## config.mk

```make
export PLATFORM = sky130hd
export DESIGN_NAME = counting_scale_tare_divide
export DESIGN_NICKNAME = d
export VERILOG_FILES = /design/src/hdl/cstd_pkg.sv /design/src/hdl/counting_scale_tare_divide.sv /design/src/hdl/cstd_store.sv /design/src/hdl/cstd_div.sv
export SDC_FILE = /design/constraint.sdc
export NUM_CORES = 1
export LEC_CHECK = 0
export CAP_MARGIN = 20
export CORE_ASPECT_RATIO = 0.9
export CORE_MARGIN = 2
export CORE_UTILIZATION = 38
export CTS_CLUSTER_DIAMETER = 120
export CTS_CLUSTER_SIZE = 30
export DETAILED_ROUTE_END_ITERATION = 12
export DONT_BUFFER_PORTS = 1
export SLEW_MARGIN = 40
export SYNTH_ARGS = -nofsm -noshare
export SYNTH_HDL_FRONTEND = slang
export SYNTH_HIERARCHICAL = 1
export SYNTH_SLANG_ARGS = --single-unit
```

## constraint.sdc

```tcl
create_clock -name i_clk -period 7.45 [get_ports i_clk]
set_input_delay 1.1175 -clock i_clk [delete_from_list [all_inputs] [get_ports i_clk]]
set_output_delay 1.1175 -clock i_clk [all_outputs]
set_load 0.03 [all_outputs]
```

## src/hdl/cstd_pkg.sv

```systemverilog
// Package for the counting scale: field widths, operation codes, FSM states
// and the bundle passed from the tare/calibration store to the divider.
// No dependencies.
`default_nettype none

package cstd_pkg;

    localparam int SAMPLE_BITS   = 24;
    localparam int FRACTION_BITS = 8;
    localparam int NET_BITS      = SAMPLE_BITS + 1;            // signed net value
    localparam int MAG_BITS      = SAMPLE_BITS + 1;            // magnitude of net
    localparam int NUM_BITS      = MAG_BITS + FRACTION_BITS;   // scaled dividend
    localparam int OUT_BITS      = 33;
    localparam int CNT_BITS      = $clog2(NUM_BITS + 1);

    localparam logic [63:0] OUT_MAX_POS = (64'd1 << (OUT_BITS - 1)) - 64'd1;
    localparam logic [63:0] OUT_MAX_NEG = 64'd1 << (OUT_BITS - 1);

    localparam int IN_TDATA_BITS  = ((SAMPLE_BITS + 7) / 8) * 8;
    localparam int OUT_TDATA_BITS = ((OUT_BITS + 7) / 8) * 8;

    typedef enum logic [1:0] {
        OP_MEASURE = 2'd0,
        OP_TARE    = 2'd1,
        OP_CAL     = 2'd2,
        OP_UNUSED  = 2'd3
    } t_op;

    typedef enum logic [1:0] {
        ST_IDLE,
        ST_DIV,
        ST_DONE
    } t_state;

    // Divider operands, prepared from the current sample and stored state
    typedef struct packed {
        logic [NUM_BITS-1:0] num;       // |net| shifted up by FRACTION_BITS
        logic [MAG_BITS-1:0] den;       // |unit weight|
        logic                neg;       // result sign
        logic                den_zero;  // unit weight is zero
    } t_div_args;

endpackage

`default_nettype wire

```

## src/hdl/counting_scale_tare_divide.sv

```systemverilog
// Counting scale top level: control FSM, sign and saturation, output register.
// Depends on cstd_pkg, cstd_store and cstd_div.
//
//  channel | direction | tdata                  | tuser
//  --------+-----------+------------------------+---------------------
//  s       | in        | sample [23:0]          | op [1:0]
//  m       | out       | count_fixed [32:0]     | divide_error [0]
//
// A tare or calibrate transaction produces no result. A measure runs the
// serial divider over the 33 bits of scaled dividend, then the FSM sees the
// divider finish and loads the output register; zero unit weight skips the
// divider and goes straight to the done state.
// Reset (synchronous, active low) clears the offset, the unit weight and
// control state. A stalled output holds its transaction while the next
// input is accepted; the FSM waits in its done state only if a second result
// is ready before the first one is taken.
`default_nettype none

module counting_scale_tare_divide (
    input  wire                                   i_clk,
    input  wire                                   i_rst_n,
    input  wire                                   i_s_tvalid,
    output logic                                  o_s_tready,
    input  wire  [cstd_pkg::IN_TDATA_BITS-1:0]    i_s_tdata,  // sample
    input  wire  [1:0]                            i_s_tuser,  // op
    output logic                                  o_m_tvalid,
    input  wire                                   i_m_tready,
    output logic [cstd_pkg::OUT_TDATA_BITS-1:0]   o_m_tdata,  // count_fixed, zero pad
    output logic [0:0]                            o_m_tuser   // divide_error
);
    import cstd_pkg::*;

    t_state              r_state;
    t_state              n_state;
    t_div_args           w_args;
    logic                w_accept;
    logic                w_div_start;
    logic                w_div_busy;
    logic [NUM_BITS-1:0] w_quot;
    logic                w_load;
    logic                w_out_free;

    // Held with the measure while the divider runs
    logic                r_neg;
    logic                r_zero;
    logic                r_out_valid;
    logic [OUT_BITS-1:0] r_out_count;
    logic                r_out_err;

    logic [63:0]         w_q64;
    logic [63:0]         w_qsat;
    logic [OUT_BITS-1:0] w_count;

    assign w_accept   = i_s_tvalid && o_s_tready;
    assign w_out_free = !r_out_valid || i_m_tready;

    cstd_store u_store (
        .i_clk    (i_clk),
        .i_rst_n  (i_rst_n),
        .i_accept (w_accept),
        .i_op     (i_s_tuser),
        .i_sample (i_s_tdata[SAMPLE_BITS-1:0]),
        .o_args   (w_args)
    );

    cstd_div u_div (
        .i_clk   (i_clk),
        .i_rst_n (i_rst_n),
        .i_start (w_div_start),
        .i_num   (w_args.num),
        .i_den   (w_args.den),
        .o_busy  (w_div_busy),
        .o_quot  (w_quot)
    );

    // Next state
    always_comb begin
        n_state = r_state;
        case (r_state)
            ST_IDLE: begin
                if (w_accept && t_op'(i_s_tuser) == OP_MEASURE) begin
                    n_state = w_args.den_zero ? ST_DONE : ST_DIV;
                end
            end
            ST_DIV: begin
                if (!w_div_busy) begin
                    n_state = ST_DONE;
                end
            end
            ST_DONE: begin
                if (w_out_free) begin
                    n_state = ST_IDLE;
                end
            end
            default: n_state = ST_IDLE;
        endcase
    end

    // FSM outputs
    always_comb begin
        o_s_tready  = 1'b0;
        w_div_start = 1'b0;
        w_load      = 1'b0;
        case (r_state)
            ST_IDLE: begin
                o_s_tready  = 1'b1;
                w_div_start = w_accept && t_op'(i_s_tuser) == OP_MEASURE
                              && !w_args.den_zero;
            end
            ST_DONE: w_load = w_out_free;
            default: ;
        endcase
    end

    always_ff @(posedge i_clk) begin
        if (!i_rst_n) begin
            r_state <= ST_IDLE;
        end else begin
            r_state <= n_state;
        end
    end

    // Capture sign and zero divisor with the measure
    always_ff @(posedge i_clk) begin
        if (w_accept) begin
            r_neg  <= w_args.neg;
            r_zero <= w_args.den_zero;
        end
    end

    // Clamp the magnitude to the signed output range, then apply the sign
    assign w_q64 = 64'(w_quot);
    always_comb begin
        if (r_neg) begin
            w_qsat = (w_q64 > OUT_MAX_NEG) ? OUT_MAX_NEG : w_q64;
        end else begin
            w_qsat = (w_q64 > OUT_MAX_POS) ? OUT_MAX_POS : w_q64;
        end
    end
    assign w_count = r_neg ? OUT_BITS'(64'd0 - w_qsat) : OUT_BITS'(w_qsat);

    // Output register: hold until taken
    always_ff @(posedge i_clk) begin
        if (!i_rst_n) begin
            r_out_valid <= 1'b0;
        end else if (w_load) begin
            r_out_valid <= 1'b1;
        end else if (i_m_tready) begin
            r_out_valid <= 1'b0;
        end
    end

    always_ff @(posedge i_clk) begin
        if (w_load) begin
            r_out_count <= r_zero ? '0 : w_count;
            r_out_err   <= r_zero;
        end
    end

    assign o_m_tvalid = r_out_valid;
    assign o_m_tdata  = OUT_TDATA_BITS'(r_out_count);
    assign o_m_tuser  = r_out_err;

    // A measure with a usable unit weight starts the divider
    a_div_starts: assert property (@(posedge i_clk) disable iff (!i_rst_n)
        (w_accept && t_op'(i_s_tuser) == OP_MEASURE && !w_args.den_zero)
        |=> (r_state == ST_DIV && w_div_busy))
        else $error("divider not started on measure");

    // A zero unit weight bypasses the divider
    a_zero_bypass: assert property (@(posedge i_clk) disable iff (!i_rst_n)
        (w_accept && t_op'(i_s_tuser) == OP_MEASURE && w_args.den_zero)
        |=> (r_state == ST_DONE && !w_div_busy))
        else $error("zero unit weight did not bypass divider");

    // An error result carries a zero count
    a_err_zero: assert property (@(posedge i_clk) disable iff (!i_rst_n)
        (o_m_tvalid && o_m_tuser[0]) |-> (o_m_tdata == '0))
        else $error("error result with nonzero count");

    // A new result appears only from the done state
    a_load_src: assert property (@(posedge i_clk) disable iff (!i_rst_n)
        $rose(o_m_tvalid) |-> ($past(r_state) == ST_DONE))
        else $error("result loaded outside done state");

endmodule

`default_nettype wire

```

## src/hdl/cstd_store.sv

```systemverilog
// Zero offset and unit weight registers, net value and divider operands.
// Depends on cstd_pkg.
`default_nettype none

module cstd_store (
    input  wire                               i_clk,
    input  wire                               i_rst_n,
    input  wire                               i_accept,
    input  wire  [1:0]                        i_op,
    input  wire  signed [cstd_pkg::SAMPLE_BITS-1:0] i_sample,
    output cstd_pkg::t_div_args               o_args
);
    import cstd_pkg::*;

    logic signed [SAMPLE_BITS-1:0] r_offset;
    logic signed [NET_BITS-1:0]    r_unit;
    logic signed [NET_BITS-1:0]    w_net;
    logic [MAG_BITS-1:0]           w_net_mag;
    logic [MAG_BITS-1:0]           w_unit_mag;

    // net always fits one bit more than the sample
    assign w_net = NET_BITS'(i_sample) - NET_BITS'(r_offset);

    assign w_net_mag  = w_net[NET_BITS-1]  ? MAG_BITS'(-w_net)  : MAG_BITS'(w_net);
    assign w_unit_mag = r_unit[NET_BITS-1] ? MAG_BITS'(-r_unit) : MAG_BITS'(r_unit);

    always_comb begin
        o_args.num      = {w_net_mag, {FRACTION_BITS{1'b0}}};
        o_args.den      = w_unit_mag;
        o_args.neg      = w_net[NET_BITS-1] ^ r_unit[NET_BITS-1];
        o_args.den_zero = (r_unit == '0);
    end

    always_ff @(posedge i_clk) begin
        if (!i_rst_n) begin
            r_offset <= '0;
            r_unit   <= '0;
        end else if (i_accept) begin
            case (t_op'(i_op))
                OP_TARE: r_offset <= i_sample;
                OP_CAL:  r_unit   <= w_net;
                default: ;
            endcase
        end
    end

endmodule

`default_nettype wire

```

## src/hdl/cstd_div.sv

```systemverilog
// Restoring divider, one quotient bit per cycle, unsigned magnitudes.
// Depends on cstd_pkg.
`default_nettype none

module cstd_div (
    input  wire                             i_clk,
    input  wire                             i_rst_n,
    input  wire                             i_start,
    input  wire  [cstd_pkg::NUM_BITS-1:0]   i_num,
    input  wire  [cstd_pkg::MAG_BITS-1:0]   i_den,
    output logic                            o_busy,
    output logic [cstd_pkg::NUM_BITS-1:0]   o_quot
);
    import cstd_pkg::*;

    logic [CNT_BITS-1:0] r_cnt;
    logic [NUM_BITS-1:0] r_num;     // dividend shifts out, quotient shifts in
    logic [MAG_BITS-1:0] r_rem;
    logic [MAG_BITS-1:0] r_den;
    logic [MAG_BITS:0]   w_trial;
    logic [MAG_BITS:0]   w_diff;
    logic                w_ge;

    assign w_trial = {r_rem, r_num[NUM_BITS-1]};
    assign w_diff  = w_trial - {1'b0, r_den};
    assign w_ge    = (w_trial >= {1'b0, r_den});

    assign o_busy = (r_cnt != '0);
    assign o_quot = r_num;

    always_ff @(posedge i_clk) begin
        if (!i_rst_n) begin
            r_cnt <= '0;
        end else if (i_start) begin
            r_cnt <= CNT_BITS'(NUM_BITS);
        end else if (o_busy) begin
            r_cnt <= r_cnt - 1'b1;
        end
    end

    always_ff @(posedge i_clk) begin
        if (i_start) begin
            r_num <= i_num;
            r_den <= i_den;
            r_rem <= '0;
        end else if (o_busy) begin
            r_rem <= w_ge ? w_diff[MAG_BITS-1:0] : w_trial[MAG_BITS-1:0];
            r_num <= {r_num[NUM_BITS-2:0], w_ge};
        end
    end

endmodule

`default_nettype wire

```

# == After elaboration in Yosys (flattened, before gate mapping) ==
# Index checks and enable logic that the tools add are counted.
# word_totals
ff_bits,177
latch_bits,0
ram_bits,0
rom_bits,0
inputBits,30
output_inout_bits,43
wordCells,70
n_memories,0
# op_classes
addsub,6
multipliers,0
div_mod_pow,0
n_lt_le_gt_ge,3
eq_ne,7
n_shift,0
mux,21
n_bitwise,2
reduce_logical,16
# ops
op,n
33-bit two-way mux,6
25-bit two-way mux,2
25-bit negator,2
33-bit by 32-bit greater-than comparator with 1-bit output (second input constant),1
33-bit greater-than comparator (second input constant),1
1-bit by 33-bit subtractor with 33-bit output (first input constant),1
26-bit by 25-bit >= comparator with 1-bit output,1
25-bit zero test,1
24-bit by 24-bit subtractor with 25-bit output,1
25-bit subtractor,1
24-bit two-way mux,1
6-bit two-way mux,2
2-bit two-way mux,4
2-bit != test (second input constant),3
2-bit one-hot mux with 3 select lines,1
6-bit nonzero test,1
6-bit by 1-bit subtractor with 6-bit output (second input constant),1
1-bit two-way mux,5
2-bit by 1-bit equality test with 1-bit output (second input constant),2
2-bit equality test (second input constant),2
2-bit zero test,2
2-bit AND reduction,2
2-bit nonzero test,2
1-bit logical AND,3
other kinds (6),7

# == Longest topological paths before layout ==
# depth
depth_word,7
depth_mapped,14
ltp_nobuf,13

# == Cells and area by module ==
# Netlist, hierarchy kept.
# modules_own_cells
mod,n_inst,cells_each,area_per_inst_um2
cstd_div,1,462,4984.8
cstd_store,1,616,4581.9
counting_scale_tare_divide,1,331,2885.3

# == Least setup slack after synthesis ==
# OpenSTA, ideal clock, no wires.
# synth_path
path_kind,register to register
from,register u_store.r_unit[0]
to,"register u_div.r_num[0], in the netlist u_div/o_quot[0], enable pin"
arrival_ns,5.348
t_required_ns,7.062
path_slack_ns,1.715
path_stages_with_launch,14
n_path_buf,2
synth_period_minus_slack_ns,5.735
cell_sequence,dfxtp_1 -> inv_1 -> ha_1 -> nand2_1 -> or3_1 -> or4_1 -> or4_4 -> or4_4 -> nor4_1 -> nor4_1 -> clkbuf_1 -> clkbuf_1 -> nor2_1 -> inv_1
# synth_rtl
element,line_no,rtl
start: declaration,cstd_store.sv:16,logic signed [NET_BITS-1:0] r_unit;
start signal: assignment,cstd_store.sv:41,OP_CAL: r_unit <= w_net;
end signal: assignment,cstd_div.sv:43,r_num <= i_num;
end signal: assignment,cstd_div.sv:48,"r_num <= {r_num[NUM_BITS-2:0], w_ge};"
end: declaration,cstd_div.sv:17,logic [NUM_BITS-1:0] r_num;

# == Worst setup path after layout ==
# layout_path
from,"register u_div.r_num[2], in the netlist u_div/o_quot[2]"
to,"register r_out_count[8], data pin"
# layout_via
elab_chain_len,5
word_cells_on_any_way,7
classes_between,add/sub: 1; order compare: 2; mux: 4
# layout_lines
element,line_no,rtl
33-bit by 32-bit greater-than comparator with 1-bit output or 33-bit greater-than comparator (tied branches),"counting_scale_tare_divide.sv:137, counting_scale_tare_divide.sv:135",
33-bit two-way mux (on tied branches),"counting_scale_tare_divide.sv:137, counting_scale_tare_divide.sv:135",
33-bit two-way mux *,counting_scale_tare_divide.sv:134,if (r_neg) begin
1-bit by 33-bit subtractor with 33-bit output,counting_scale_tare_divide.sv:140,assign w_count = r_neg ? OUT_BITS'(64'd0 - w_qsat) : OUT_BITS'(w_qsat);
33-bit two-way mux *,counting_scale_tare_divide.sv:140,
end signal: assignment,counting_scale_tare_divide.sv:155,r_out_count <= r_zero ? '0 : w_count;
end: declaration,counting_scale_tare_divide.sv:47,logic [OUT_BITS-1:0] r_out_count;
# Mark *: on every way between the ends. The rest lies on a longest branch, timed or not.
# A chain may end at the register's enable or synchronous reset.

==> flow_metrics.py <==
metrics = {
    "setup_path": {
        "crit_arrival_ns": 5.13,
        "cp-start-kind": "flip-flop",
        "cp_data_required_time_ns": 7.70,
        "worstPathMaxFanout": 15,
        "crit_path_end_kind": "flip-flop",
        "criticalPathCategory": "flip-flop to flip-flop",
    },
    "clock_network": {
        "htree_levels": 4,
        "clkSinkCount": 177,
        "path_clk_slew_ns": 0.07,
        "clk_latency_ns": 0.44,
        "cts_hold_buf": 0,
        "cts_buffer_depth": 2,
        "numCtsBuffers": 17,
        "root_buffer": "clkbuf_16",
        "cts_tree": "built",
        "cts_resized": 0,
        "post-cts-setup-buffers": 0,
    },
    "die": {
        "io_pins": 73,
        "rows": 62,
        "core_sq_um": 32100,
        "die_area_sq_um": 34200,
        "die_height_um": 176,
        "initial_core_util_pct": 38.8,
        "die_x_um": 195,
    },
    "placed_design": {
        "gp_congestion": 0.936,
        "place_ws_ns": 2.75,
        "port_buffers": 0,
        "place_area_sq_um": 12700,
        "dp_hpwl_um": 23700,
    },
    "sta": {
        "hold_violations": 0,
        "drv_slew": 0,
        "finalSetupViolations": 0,
        "fin_crit_sh_pct": 65.5,
        "rsz0062_at_grt": "no",
        "setup_ws_ns": 2.57,
        "relSlewSlack_pct": 44.0,
        "fin_setup_tns_ns": 0,
        "max_freq_mhz": 205,
        "tightest_slew_ns": 0.835,
        "fin_skew_ns": 0.0127,
        "min_period_ns": 4.88,
    },
    "global_routing": {
        "grt_pass1_wl_um": 51500,
        "overflow": 0,
        "antenna_found_initial": 1,
        "grtUsageTotal_pct": 18.7,
        "grt_pass1_vias": 9499,
        "grt_max_degree": 66,
    },
    "synthesis": {
        "seq_area_frac_synth_pct": 36.0,
        "yosys_warnings": 6,
        "syn_avg_cell_area_sq_um": 8.84,
        "ys_ff_latch": 177,
        "syn_inst": 1409,
        "synth-edff-count": 94,
        "syn_area_sq_um": 12500,
        "synthDistinctLibCells": 98,
        "synth-main-ff-cell": "edfxtp_1",
        "synth-async-reset-ratio_pct": 0,
    },
    "cells_and_area": {
        "finish.net_count": 1444,
        "final_area_sq_um": 13300,
        "mostFrequentLayoutCell": "nand2_1",
        "drive_above_1_share_pct": 9.40,
        "antenna_cells": 0,
        "final_cell_mix": "nand2_1 (161), nor2_1 (110), edfxtp_1 (94), dfxtp_1 (82), inv_1 (76)",
        "n_fill_cell": 3220,
        "synthToLayoutAreaGrowth_pct": 6.59,
    },
    "power_and_ir_drop": {
        "power_uw": 4950,
        "leakage_uw": 0.00476,
        "peakVddDrop_mv": 0.200,
        "p_per_area_nw_per_um2": 373,
    },
    "routing": {
        "via_per_inst": 5.72,
        "vias": 10200,
        "first_pass_iters": 5,
        "drc": 0,
        "wirelength_um": 32000,
        "wl_per_cell_um": 17.9,
        "antenna_left": 0,
        "drtIter0Drc": 914,
    },
    "outcome": {
        "outcome": "complete, no violations",
    },
    "worst_hold_path": {
        "min_path_type": "flip-flop to flip-flop",
    },
    "flow_run": {
        "maxCapViolations": 0,
    },
}
path summary, 6_finish.rpt:
kind | startpoint | end | slack, ns | depth (start not counted)
max | u_div/o_quot[2] | r_out_count[8] | 2.57 | 10
min | u_store/r_offset[23] | u_store/r_offset[23] | 0.46 | 2
max reg2reg | u_div/o_quot[2] | r_out_count[8] | 2.57 | 10
min reg2reg | u_store/r_offset[23] | u_store/r_offset[23] | 0.46 | 2
synthesized netlist by cell type, types with 11 or more instances:
library cell / n / share of area (%)
or4_1: 12 / 0.72
a21boi_0: 40 / 2.4
buf_4: 20 / 1.2
clkbuf_1: 62 / 1.9
and3_1: 11 / 0.55
dfxtp_1: 83 / 13
nor4_1: 21 / 1.1
nand4_1: 21 / 1.1
inv_1: 76 / 2.3
xnor2_1: 59 / 4.1
a21o_1: 19 / 1.1
nand2_1: 161 / 4.9
o211ai_1: 13 / 0.78
nor3_1: 28 / 1.1
and2_1: 16 / 0.80
mux2_2: 33 / 3.0
xor2_1: 21 / 1.5
mux2i_1: 22 / 1.8
nor2_1: 110 / 3.3
nand3_1: 23 / 0.92
a21oi_1: 62 / 2.5
ha_1: 53 / 5.3
o21ai_0: 65 / 2.6
a31oi_1: 16 / 0.80
edfxtp_1: 94 / 23
o31ai_1: 20 / 1.2
a211oi_1: 28 / 1.7
o21a_1: 15 / 0.90
or3_1: 15 / 0.75
state kept, by name, indices dropped and copies added (netlist names):
name              cells
u_store/r_offset     24
r_out_count          33
u_div/r_den          25
r_state               2
u_store/r_unit       25
r_neg                 1
o_m_tuser             1
u_div/r_rem          25
u_div/o_quot         33
u_div/r_cnt           6
r_zero                1
o_m_tvalid            1
per-layer routing:
metal  track usage (%)  wire length, um  share of wire (%)
met5                 0                0                  0
met3              4.03             2120                6.6
met4              5.03              488                1.5
met1              27.5            15700                 49
met2              27.8            13700                 43
final cells by class:
class | count | area [sq um] | share of cell area, %
clock inverter | 14 | 146 | 1.10
timing repair buffer | 12 | 105 | 0.792
clock buffer | 18 | 439 | 3.31
inverter | 76 | 285 | 2.15
multi-input combinational | 1075 | 7290 | 54.9
tap | 416 | 520 | 3.92
sequential | 177 | 4490 | 33.8
where the power goes:
group	internal (uW)	switching, uW
registers	1370	332
clock network	481	418
logic	951	1400
stage by stage:
stage | cells | hold slack [ns] | utilization (%)
floorplan | 1422 | 0.424 | -
global placement | 1753 | 0.449 | 39.4
detailed placement | 1756 | 0.457 | 39.5
CTS | 1788 | 0.466 | 41.3
global route | 1788 | 0.484 | 41.3
finish | 1788 | 0.462 | 41.3
kinds of logic after synthesis:
| logic type | count (synthesis) | synth area share (%) |
|---|---|---|
| muxes | 56 | 4.87 |
| adders and majority gates | 55 | 5.65 |
| and+or+nand+nor | 489 | 19.7 |
| DFF | 177 | 36.0 |
| xor gates and xnor gates | 81 | 5.76 |
| AOI/OAI and AO/OA | 379 | 22.0 |
| buffers and inverters | 170 | 5.94 |
| other | 2 | 0.0603 |
critical path: stages, from the launching register on:
cell and delay (ns):
edfxtp_1 0.47, nor3_1 0.68, nand4_1 0.69, o31ai_4 0.84, o21ai_0 0.23, ha_1 0.34
or3b_1 0.31, nor4_1 0.09, nor2_1 0.45, nor2_1 0.17, o41ai_2 0.40
Power figures use the tool's default switching activity.
